[src/hw/rtl/ttlb_pkg.sv]
`timescale 1ns / 1ps
// ----------------------------------------------------------------------------
// ttlb_pkg
// Shared types, character codes and helpers for the terminal text line buffer.
// ----------------------------------------------------------------------------
package ttlb_pkg;

   localparam int SCREEN_LINES_DEF = 6;
   localparam int LINE_COLUMNS_DEF = 21;

   // request operation codes
   localparam logic OP_RECEIVE = 1'b0;
   localparam logic OP_READ    = 1'b1;

   localparam logic [7:0] CH_ESC      = 8'h1B;
   localparam logic [7:0] CH_LBRACKET = 8'h5B;
   localparam logic [7:0] CH_SPACE    = 8'h20;
   localparam logic [7:0] CH_TILDE    = 8'h7E;
   localparam logic [7:0] CH_LF       = 8'h0A;
   localparam logic [7:0] CH_CR       = 8'h0D;

   typedef struct packed {
      logic       operation;
      logic [7:0] rx_byte;
      logic [2:0] read_row;
      logic [4:0] read_col;
   } req_type;

   typedef struct packed {
      logic       log_valid;
      logic [7:0] log_byte;
      logic       in_escape;
      logic       line_advanced;
      logic       scrolled;
      logic [2:0] cursor_row;
      logic [4:0] cursor_col;
      logic [7:0] cell_char;
      logic [4:0] row_length;
   } rsp_type;

   function automatic logic is_letter(input logic [7:0] b);
      return ((b >= 8'h61) && (b <= 8'h7A)) || ((b >= 8'h41) && (b <= 8'h5A));
   endfunction

   function automatic logic is_break(input logic [7:0] b);
      return (b == CH_LF) || (b == CH_CR);
   endfunction

   function automatic logic is_printable(input logic [7:0] b);
      return (b >= CH_SPACE) && (b <= CH_TILDE);
   endfunction

endpackage

[src/hw/rtl/terminal_text_line_buffer.sv]
`timescale 1ns / 1ps
// ----------------------------------------------------------------------------
// terminal_text_line_buffer
// Escape-filtering byte receiver with a small scrolling text screen.
// ----------------------------------------------------------------------------
// One request is taken every clock cycle while req_stall is low; its response
// passes the RAM stage (registered RAM read) and then the output register.
// A two-deep response path (RAM stage plus output register) lets a new request
// in while a finished response waits. Cursor, escape state and row lengths sit
// in flip-flops and are updated in the accept cycle; the characters live in a
// SCREEN_LINES*LINE_COLUMNS byte RAM written once per stored byte. The RAM is
// not cleared after reset: a cell is only read below its row length, so every
// cell read has been written. The block is ready right after reset.
// ----------------------------------------------------------------------------
module terminal_text_line_buffer import ttlb_pkg::*; #(
   parameter int SCREEN_LINES = SCREEN_LINES_DEF,
   parameter int LINE_COLUMNS = LINE_COLUMNS_DEF
) (
   input  logic    clock,
   input  logic    reset,
   input  logic    req_valid,
   output logic    req_stall,
   input  req_type req_payload,
   output logic    rsp_valid,
   input  logic    rsp_stall,
   output rsp_type rsp_payload
);

   localparam int ROW_W  = $clog2(SCREEN_LINES);
   localparam int LEN_W  = $clog2(LINE_COLUMNS + 1);
   localparam int DEPTH  = SCREEN_LINES * LINE_COLUMNS;
   localparam int ADDR_W = $clog2(DEPTH);
   localparam logic [ROW_W-1:0] ROW_LAST = ROW_W'(SCREEN_LINES - 1);
   localparam logic [LEN_W-1:0] COLS_LEN = LEN_W'(LINE_COLUMNS);

   // screen state
   logic [ROW_W-1:0] top_ff, top_in;
   logic [ROW_W-1:0] cur_row_ff, cur_row_in;
   logic [ROW_W-1:0] cur_phys_ff, cur_phys_in;
   logic [LEN_W-1:0] cur_len_ff, cur_len_in;
   logic             esc_ff, esc_in;
   logic [7:0]       prev_ff, prev_in;
   logic [LEN_W-1:0] row_len_ff [SCREEN_LINES];

   // response path
   logic    s1_valid_ff, s1_valid_in;
   rsp_type s1_rsp_ff, s1_rsp_in;
   logic    s1_cell_en_ff, s1_cell_en_in;
   logic    out_valid_ff, out_valid_in;
   rsp_type out_ff, out_in;

   logic s1_move, accept, is_rx, is_rd;
   logic [7:0] rx_b;
   logic brk, prev_brk, fwd, advanced, scrolled, row_wr_en, need;

   logic [ROW_W-1:0]  rd_row, rd_phys;
   logic [ROW_W:0]    rd_sum;
   logic              rd_row_ok, rd_col_ok;
   logic [LEN_W-1:0]  rd_len;

   logic              ram_we, ram_re;
   logic [ADDR_W-1:0] ram_waddr, ram_raddr;
   logic [7:0]        ram_rdata;

   assign s1_move   = s1_valid_ff && (!out_valid_ff || !rsp_stall);
   assign req_stall = s1_valid_ff && !s1_move;
   assign accept    = req_valid && !req_stall;
   assign is_rx     = accept && (req_payload.operation == OP_RECEIVE);
   assign is_rd     = accept && (req_payload.operation == OP_READ);
   assign rx_b      = req_payload.rx_byte;
   assign brk       = is_break(rx_b);
   assign prev_brk  = is_break(prev_ff);

   // read lookup: screen row -> physical row
   always_comb begin
      rd_row    = ROW_W'(req_payload.read_row);
      rd_row_ok = 32'(req_payload.read_row) < 32'(SCREEN_LINES);
      rd_sum    = {1'b0, top_ff} + {1'b0, rd_row};
      if (rd_sum >= (ROW_W+1)'(SCREEN_LINES)) begin
         rd_sum = rd_sum - (ROW_W+1)'(SCREEN_LINES);
      end
      rd_phys   = rd_sum[ROW_W-1:0];
      rd_len    = rd_row_ok ? row_len_ff[rd_phys] : '0;
      rd_col_ok = 32'(req_payload.read_col) < 32'(rd_len);
      ram_re    = is_rd && rd_row_ok && rd_col_ok;
      ram_raddr = ADDR_W'(32'(rd_phys) * LINE_COLUMNS) + ADDR_W'(req_payload.read_col);
   end

   // receive path: filter, line advance, scroll, store
   always_comb begin
      top_in      = top_ff;
      cur_row_in  = cur_row_ff;
      cur_phys_in = cur_phys_ff;
      cur_len_in  = cur_len_ff;
      esc_in      = esc_ff;
      prev_in     = prev_ff;
      fwd         = 1'b0;
      need        = 1'b0;
      advanced    = 1'b0;
      scrolled    = 1'b0;
      row_wr_en   = 1'b0;
      ram_we      = 1'b0;
      ram_waddr   = '0;
      if (is_rx) begin
         prev_in = rx_b;
         priority if (esc_ff) begin
            if (is_letter(rx_b)) begin
               esc_in = 1'b0;
            end
         end else if ((rx_b == CH_LBRACKET) && (prev_ff == CH_ESC)) begin
            esc_in = 1'b1;
         end else if (is_printable(rx_b) || brk) begin
            fwd       = 1'b1;
            row_wr_en = 1'b1;
            need      = (cur_len_ff >= COLS_LEN) || (brk && !prev_brk);
            if (need) begin
               advanced   = 1'b1;
               cur_len_in = '0;
               if (cur_row_ff != ROW_LAST) begin
                  // rows below the cursor are always empty
                  cur_row_in  = cur_row_ff + 1'b1;
                  cur_phys_in = (cur_phys_ff == ROW_LAST) ? '0 : cur_phys_ff + 1'b1;
               end else begin
                  // old top row becomes the new, cleared bottom row
                  scrolled    = 1'b1;
                  top_in      = (top_ff == ROW_LAST) ? '0 : top_ff + 1'b1;
                  cur_phys_in = top_ff;
               end
            end
            if (!brk && (cur_len_in < COLS_LEN)) begin
               ram_we     = 1'b1;
               ram_waddr  = ADDR_W'(32'(cur_phys_in) * LINE_COLUMNS) + ADDR_W'(cur_len_in);
               cur_len_in = cur_len_in + 1'b1;
            end
         end else begin
            fwd = 1'b0;
         end
      end
   end

   // response fields
   always_comb begin
      s1_rsp_in               = '0;
      s1_rsp_in.log_valid     = fwd;
      s1_rsp_in.log_byte      = fwd ? rx_b : 8'h00;
      s1_rsp_in.in_escape     = esc_in;
      s1_rsp_in.line_advanced = advanced;
      s1_rsp_in.scrolled      = scrolled;
      s1_rsp_in.cursor_row    = 3'(cur_row_in);
      s1_rsp_in.cursor_col    = 5'(cur_len_in);
      s1_rsp_in.row_length    = is_rd ? 5'(rd_len) : 5'd0;
      s1_cell_en_in           = ram_re;
      s1_valid_in             = accept || (s1_valid_ff && !s1_move);

      out_in           = s1_rsp_ff;
      out_in.cell_char = s1_cell_en_ff ? ram_rdata : 8'h00;
      out_valid_in     = s1_move || (out_valid_ff && rsp_stall);
   end

   ttlb_ram #(
      .WIDTH  (8),
      .DEPTH  (DEPTH),
      .ADDR_W (ADDR_W)
   ) u_char_ram (
      .clock   (clock),
      .wr_en   (ram_we),
      .wr_addr (ram_waddr),
      .wr_data (rx_b),
      .rd_en   (ram_re),
      .rd_addr (ram_raddr),
      .rd_data (ram_rdata)
   );

   always_ff @(posedge clock) begin
      if (reset) begin
         top_ff       <= '0;
         cur_row_ff   <= '0;
         cur_phys_ff  <= '0;
         cur_len_ff   <= '0;
         esc_ff       <= 1'b0;
         prev_ff      <= 8'h00;
         s1_valid_ff  <= 1'b0;
         out_valid_ff <= 1'b0;
         for (int i = 0; i < SCREEN_LINES; i++) begin
            row_len_ff[i] <= '0;
         end
      end else begin
         top_ff       <= top_in;
         cur_row_ff   <= cur_row_in;
         cur_phys_ff  <= cur_phys_in;
         cur_len_ff   <= cur_len_in;
         esc_ff       <= esc_in;
         prev_ff      <= prev_in;
         s1_valid_ff  <= s1_valid_in;
         out_valid_ff <= out_valid_in;
         if (row_wr_en) begin
            row_len_ff[cur_phys_in] <= cur_len_in;
         end
      end
   end

   always_ff @(posedge clock) begin
      if (accept) begin
         s1_rsp_ff     <= s1_rsp_in;
         s1_cell_en_ff <= s1_cell_en_in;
      end
      if (s1_move) begin
         out_ff <= out_in;
      end
   end

   assign rsp_valid   = out_valid_ff;
   assign rsp_payload = out_ff;

`ifndef SYNTHESIS
   a_len_range: assert property (@(posedge clock) disable iff (reset)
      cur_len_ff <= COLS_LEN)
      else $error("current line length beyond line width");

   a_rows_range: assert property (@(posedge clock) disable iff (reset)
      (32'(cur_row_ff) < SCREEN_LINES) && (32'(top_ff) < SCREEN_LINES))
      else $error("cursor or top row out of range");

   a_phys_track: assert property (@(posedge clock) disable iff (reset)
      (({1'b0, top_ff} + {1'b0, cur_row_ff}) == {1'b0, cur_phys_ff}) ||
      (({1'b0, top_ff} + {1'b0, cur_row_ff}) ==
       ({1'b0, cur_phys_ff} + (ROW_W+1)'(SCREEN_LINES))))
      else $error("physical cursor row out of step with top and cursor row");

   a_len_shadow: assert property (@(posedge clock) disable iff (reset)
      row_len_ff[cur_phys_ff] == cur_len_ff)
      else $error("current length register disagrees with row length table");

   a_scroll_adv: assert property (@(posedge clock) disable iff (reset)
      out_valid_ff && out_ff.scrolled |-> out_ff.line_advanced)
      else $error("scroll without line advance");
`endif

endmodule

[src/hw/rtl/ttlb_ram.sv]
`timescale 1ns / 1ps
// ----------------------------------------------------------------------------
// ttlb_ram
// Generic simple dual-port RAM: one write port, one read port, registered read.
// ----------------------------------------------------------------------------
module ttlb_ram #(
   parameter int WIDTH  = 8,
   parameter int DEPTH  = 2,
   parameter int ADDR_W = $clog2(DEPTH)
) (
   input  logic              clock,
   input  logic              wr_en,
   input  logic [ADDR_W-1:0] wr_addr,
   input  logic [WIDTH-1:0]  wr_data,
   input  logic              rd_en,
   input  logic [ADDR_W-1:0] rd_addr,
   output logic [WIDTH-1:0]  rd_data
);

   logic [WIDTH-1:0] mem_ff [DEPTH];
   logic [WIDTH-1:0] rd_data_ff;

   always_ff @(posedge clock) begin
      if (wr_en) begin
         mem_ff[wr_addr] <= wr_data;
      end
      if (rd_en) begin
         rd_data_ff <= mem_ff[rd_addr];
      end
   end

   assign rd_data = rd_data_ff;

endmodule

[config.mk]
export PLATFORM = sky130hd
export DESIGN_NAME = terminal_text_line_buffer
export DESIGN_NICKNAME = d
export VERILOG_FILES = /design/src/hw/rtl/ttlb_pkg.sv /design/src/hw/rtl/terminal_text_line_buffer.sv /design/src/hw/rtl/ttlb_ram.sv
export SDC_FILE = /design/constraint.sdc
export NUM_CORES = 1
export LEC_CHECK = 0
export ABC_AREA = 1
export BUFFER_PORTS_ARGS = -buffer_cell sky130_fd_sc_hd__buf_4
export CAP_MARGIN = 20
export CELL_PAD_IN_SITES_DETAIL_PLACEMENT = 1
export CELL_PAD_IN_SITES_GLOBAL_PLACEMENT = 2
export CORE_MARGIN = 4
export CORE_UTILIZATION = 35
export CTS_BUF_LIST = sky130_fd_sc_hd__clkbuf_8
export DETAILED_ROUTE_END_ITERATION = 12
export PLACE_DENSITY = 0.64
export SYNTH_ARGS = -nofsm -noshare
export SYNTH_HDL_FRONTEND = slang
export SYNTH_SLANG_ARGS = --single-unit
export TNS_END_PERCENT = 30
[constraint.sdc]
create_clock -name clock -period 10.75 [get_ports clock]
set_input_delay 1.075 -clock clock [delete_from_list [all_inputs] [get_ports clock]]
set_output_delay 1.075 -clock clock [all_outputs]
set_load 0.02 [all_outputs]
Word-level counts from Yosys, hierarchy flattened
Memory sizes are Yosys's and may differ from the RTL's. A register that Yosys moved wholly into a read port is not among the register bits.
Cells that the tools add are included.
{ "totals": {"memories": 2, "word_cells": 157, "output_inout_bits": 35, "ram_bits": 1038, "inputBits": 21, "reg_bits": 84} }
{ "op_classes": {"eq_ne": 9, "n_bitwise": 7, "addsub": 8, "magnitude_cmp": 11, "muxes": 60, "reduce_logical": 32, "multipliers": 2} }
{ "memory_table": {"columns": ["name", "words", "word_bits", "rd", "rd_ports_with_merged_regs", "write_ports", "line", "text"], "rows": [
  ["u_char_ram.mem_ff", 126, 8, 1, 1, 1, "ttlb_ram.sv:20", "logic [WIDTH-1:0] mem_ff [DEPTH];"],
  ["row_len_ff", 6, 5, 1, 0, 6, "terminal_text_line_buffer.sv:43", "logic [LEN_W-1:0] row_len_ff [SCREEN_LINES];"]
]} }
{ "op_table": {"columns": ["operator", "n"], "rows": [
  ["two-way mux 3 bit", 20],
  ["two-way mux 5 bit", 12],
  ["two-way mux 7 bit", 5],
  ["== test 8 x 4 -> 1 bit (second input constant)", 4],
  ["less-or-equal comparator 8 x 7 -> 1 bit (second input constant)", 3],
  ["two-way mux 1 bit", 23],
  [">= comparator 8 x 7 -> 1 bit (second input constant)", 2],
  ["adder 7 x 5 -> 7 bit", 2],
  ["logical AND 1 bit", 14],
  ["multiplier 3 x 5 -> 7 bit (second input constant)", 2],
  ["OR reduction 5 bit", 2],
  ["adder 3 x 1 -> 3 bit (second input constant)", 3],
  ["== test 8 x 5 -> 1 bit (second input constant)", 1],
  ["== test 8 x 7 -> 1 bit (second input constant)", 1],
  [">= comparator 8 x 6 -> 1 bit (second input constant)", 1],
  ["logical OR 1 bit", 8],
  ["inverter 1 bit", 7],
  ["== test 3 bit (second input constant)", 2],
  ["logical NOT 1 bit", 6],
  ["AND reduction 6 bit", 1],
  ["adder 5 x 1 -> 5 bit (second input constant)", 1],
  [">= comparator 5 bit (second input constant)", 1],
  ["less-than comparator 5 bit", 1],
  ["less-than comparator 5 bit (second input constant)", 1],
  ["6 further kinds", 6]
]} }

Logic depth before layout (Yosys ltp)
{ "logic_depth": {"depth_word": 19, "mapped_depth": 25} }

Cells and area by module
Synthesis repeated with hierarchy kept, for this count alone.
{ "hier_totals": {"cells_unflattened": 4175, "area_unflattened_um2": 47646.9} }
{ "by_module_without_submodules": {"columns": ["mod", "cells_per_inst", "area_per_inst_um2", "instances"], "rows": [
  ["ttlb_ram", 3522, 41396.0, 1],
  ["terminal_text_line_buffer", 653, 6251.0, 1]
]} }

Least setup slack after synthesis
No wires, ideal clock.
{ "synth_timing": {"path_kind": "input-to-reg", "from": "input req_payload[14] (netlist name)", "to": "memory u_char_ram.mem_ff[104][0] (enable)", "arrival_ps": 4502, "cell_stages": 20, "setup_slack_ps": 5878, "required_ps": 10380, "path_cell_list": "inv_2 > nand2_1 > nor2_2 > nand2_1 > nand2_2 > nand2_4 > nand2_4 > buf_6 > nand2_1 > nand2_1 > inv_1 > ha_1 > ha_1 > inv_1 > fa_1 > xnor2_1 > inv_1 > nor3_4 > nand3_1 > nor2_1"} }
{ "synth_between": {"elab_chain_cells": 18, "word_cells_on_any_way": 38} }
{ "synth_lines": {"columns": ["element", "line", "text"], "rows": [
  ["from (decl)", "terminal_text_line_buffer.sv:23", "input req_type req_payload,"],
  ["branches (longest 18 deep; another with multiplier 3 x 5 -> 7 bit)", null, null],
  ["to (decl)", "ttlb_ram.sv:20", null]
]} }
Several ways; the timed one is not identified. The select of a mux whose other input is x is not followed.

Final worst setup path
{ "layout_timing": {"from": "register top_ff[0]", "to": "register u_char_ram.rd_data_ff[1], in the netlist u_char_ram.rd_data[1], read port of u_char_ram.mem_ff, data pin"} }
{ "layout_between": {"elab_chain_cells": 7, "word_cells_on_any_way": 10} }
{ "layout_lines": {"columns": ["element", "line", "text"], "rows": [
  ["from (decl)", "terminal_text_line_buffer.sv:37", "logic [ROW_W-1:0] top_ff, top_in;"],
  ["from (signal assigned)", "terminal_text_line_buffer.sv:188", "top_ff <= top_in;"],
  ["adder 3 x 3 -> 4 bit (*)", "terminal_text_line_buffer.sv:78", "rd_sum = {1'b0, top_ff} + {1'b0, rd_row};"],
  [">= comparator 4 x 3 -> 1 bit / subtractor 3 bit (equally long branches)", "terminal_text_line_buffer.sv:79, terminal_text_line_buffer.sv:80", null],
  ["two-way mux 3 bit (*)", "terminal_text_line_buffer.sv:79", "if (rd_sum >= (ROW_W+1)'(SCREEN_LINES)) begin"],
  ["branches (longest 4 deep; another with multiplier 3 x 5 -> 7 bit)", null, null],
  ["to (decl)", "ttlb_ram.sv:21", "logic [WIDTH-1:0] rd_data_ff;"]
]} }
Mark *: on every way between the ends.
A chain may end at the register's enable or synchronous reset.

==> impl_metrics.json <==
{
  "p_sw_uw": 3070,
  "ys_warn_count": 0,
  "cts_buffers": 195,
  "cp-start-kind": "register",
  "worst_hold_path_type": "reg -> reg",
  "vias_per_cell": 5.20,
  "cp_max_fo": 53,
  "synth_area_per_cell_um2": 11.8,
  "report.final.slew_viol_count": 0,
  "die_h_um": 377,
  "fp.dieW_um": 377,
  "path_class": "reg -> reg",
  "io_buffers": 55,
  "dp.cells": 5687,
  "tns_ps": 0,
  "io_pins": 56,
  "grt_pass1_vias": 32300,
  "syn_area_um2": 47600,
  "synth_cell_types": 50,
  "finalHoldViolCount": 0,
  "postLayoutCoreUtil": 0.394,
  "core_area_um2": 135000,
  "p_per_area_nw_per_um2": 194,
  "die_area_um2": 142000,
  "p_comb_frac": 0.163,
  "cts_sinks": 1140,
  "period_share": 0.582,
  "postLayoutSetupSlackWorst_ps": 4500,
  "crit_path_end_kind": "register",
  "grt_overflow": 0,
  "clkTransAtPathRegs_ps": 70,
  "cpPeakStageDelay_ps": 1110,
  "pwr-share-seq": 0.476,
  "cts_resized": 0,
  "dp_hpwl_mm": 87.4,
  "final_common_cell": "edfxtp_1",
  "crit_slowest_cell": "fa_4",
  "drcViolationCount": 0,
  "crit_path_frequent_cell": "nand3_1",
  "drtPass1Iterations": 7,
  "switching_share": 0.297,
  "postCtsHoldBufs": 0,
  "final_nets": 4159,
  "holdWs_ps": 416,
  "wl_per_cell_um": 24.7,
  "internal_power_uw": 7260,
  "vias": 31400,
  "setup_viol": 0,
  "fin_skew_ps": 33.2,
  "ys_async_sr_fraction": 0,
  "place_ws_ps": 3680,
  "grt_pass1_wl_mm": 221,
  "final_cell_mix": "edfxtp_1 (1115), nor2_1 (766), nand3_1 (542)",
  "drt_iter0_markers": 2413,
  "path_cells": "ha_1 > fa_1 > inv_1 > nand3_1 > nand2_1 > inv_1 > ha_1 > ha_4 > inv_1 > fa_4 > buf_4 > buf_4 > nand3_1 > nand3_1 > nand3_1 > nand3_1 > nand2_1 > nand2_1 > nand2_1",
  "synthFlopType": "edfxtp_1",
  "clk-insertion-delay-late_ps": 890,
  "syn-num-nets": 4094,
  "tritoncts": "done",
  "postSynthCellCount": 4038,
  "htree_levels": 4,
  "finalCriticalPeriod_ps": 6250,
  "fmax_mhz": 160,
  "tightestPinTransition_ps": 1140,
  "rows": 135,
  "relSlewSlack": 0.241,
  "start_util": 0.352,
  "clockPowerShare": 0.361,
  "power.leakage_uw": 0.0184,
  "ys_seq_area_frac": 0.713,
  "clockBufferDepth": 3,
  "status": "finished, final reports clean",
  "rsz0062_at_grt": "false",
  "synth_largest_area_cell": "edfxtp_1",
  "finalNonFillerCells": 6039,
  "grt.total_usage": 0.209,
  "drive_gt1_frac": 0.105,
  "yosys-top-cells-area": "edfxtp_1 (70%), nor2_1 (6.0%), nand3_1 (5.7%)",
  "synth-edff-count": 1115,
  "postRouteAntennaNets": 0,
  "grt_start_max_net_pins": 183,
  "cts_root_buf": "clkbuf_8",
  "cp.arrival_ps": 6890,
  "antenna_found_initial": 3,
  "area_growth_pct": 12.1,
  "synth.top_cell.area_share": 0.703,
  "place_congestion": 0.776,
  "yosys_register_bits": 1140,
  "ir_drop_uv": 131,
  "postCtsSetupRepairBufs": 0,
  "finalWirelength_mm": 149,
  "required_ps": 11390,
  "cap_viol_max_count": 0
}
## Yosys cell counts (all sizes together) (5+ instances only)
| cell | n |
|---|---|
| ha | 30 |
| nand4 | 14 |
| or2 | 9 |
| a21oi | 51 |
| clkbuf | 121 |
| inv | 146 |
| nor2 | 791 |
| dfxtp | 25 |
| nand2 | 548 |
| o211ai | 116 |
| nand3 | 556 |
| xnor2 | 6 |
| buf | 113 |
| edfxtp | 1115 |
| o21ai | 367 |
| mux2i | 6 |
| nor3 | 7 |
| fa | 5 |
## worst paths after layout
check	slack, ps	startpoint	endpoint	cells past startpoint
setup / recovery	4500	top_ff[0]	u_char_ram.rd_data[1]	19
hold / removal	420	out_in[28]	rsp_payload[28]	0
setup reg to reg	4500	top_ff[0]	u_char_ram.rd_data[1]	19
hold reg to reg	420	out_in[28]	rsp_payload[28]	0
## cells by family after synthesis
logic type / synth area share
AO/OA/AOI/OAI: 0.0635
XOR/XNOR: 0.00129
adder cells (fa/ha/maj): 0.00998
buffers and inverters: 0.0332
flip-flops: 0.713
multiplexers: 0.00126
other: 0.0000787
AND/OR/NAND/NOR: 0.177
## per-layer routing
metal	part of all wire	up-vias	track usage
li1	-	14500	-
met1	0.47	16100	0.301
met2	0.47	632	0.337
met3	0.038	175	0.0313
met4	0.015	0	0.0478
met5	0	-	0
## metrics by stage
stage                     total power, uW  instance area [um^2]
after detailed placement             6710                 49700
after global routing                10800                 53400
after global placement               6710                 49700
final                               10300                 53400
after CTS                           10500                 53400
after floorplan                      5980                 47600
## flip-flops by register name, summed over array words and instances (netlist names), 3 cells and up
register	flops
u_char_ram.mem_ff	1008
rsp_payload	33
row_len_ff	40
u_char_ram.rd_data	8
cur_len_ff	5
prev_ff	8
cur_row_ff	3
out_in	25
top_ff	3
cur_phys_ff	3
## power groups by stage
stage | registers, uW | logic (uW) | clock network (uW)
finish | 4920 | 1680 | 3730
global route | 4920 | 1850 | 4040
CTS | 4920 | 1710 | 3840
detailed placement | 5010 | 1700 | 0
global placement | 5010 | 1700 | 0
floorplan | 5010 | 961 | 0
## worst max-delay path, delay by kind of cell, from the launching register on
kind | cells | cell delay, ps
adder cells (fa/ha/maj) | 5 | 2290
buffers and inverters | 5 | 1720
flip-flops | 1 | 420
AND/OR/NAND/NOR | 9 | 1470
## cell type report
type	count	area [um^2]
Antenna cell	1	2.50
Clock buffer	199	2740
Clock inverter	152	885
Fill cell	14500	81900
Inverter	147	577
Multi-Input combinational cell	2517	12100
Sequential cell	1140	34000
Tap cell	1781	2230
Timing Repair Buffer	102	833
(Power assumes the default switching activity.)
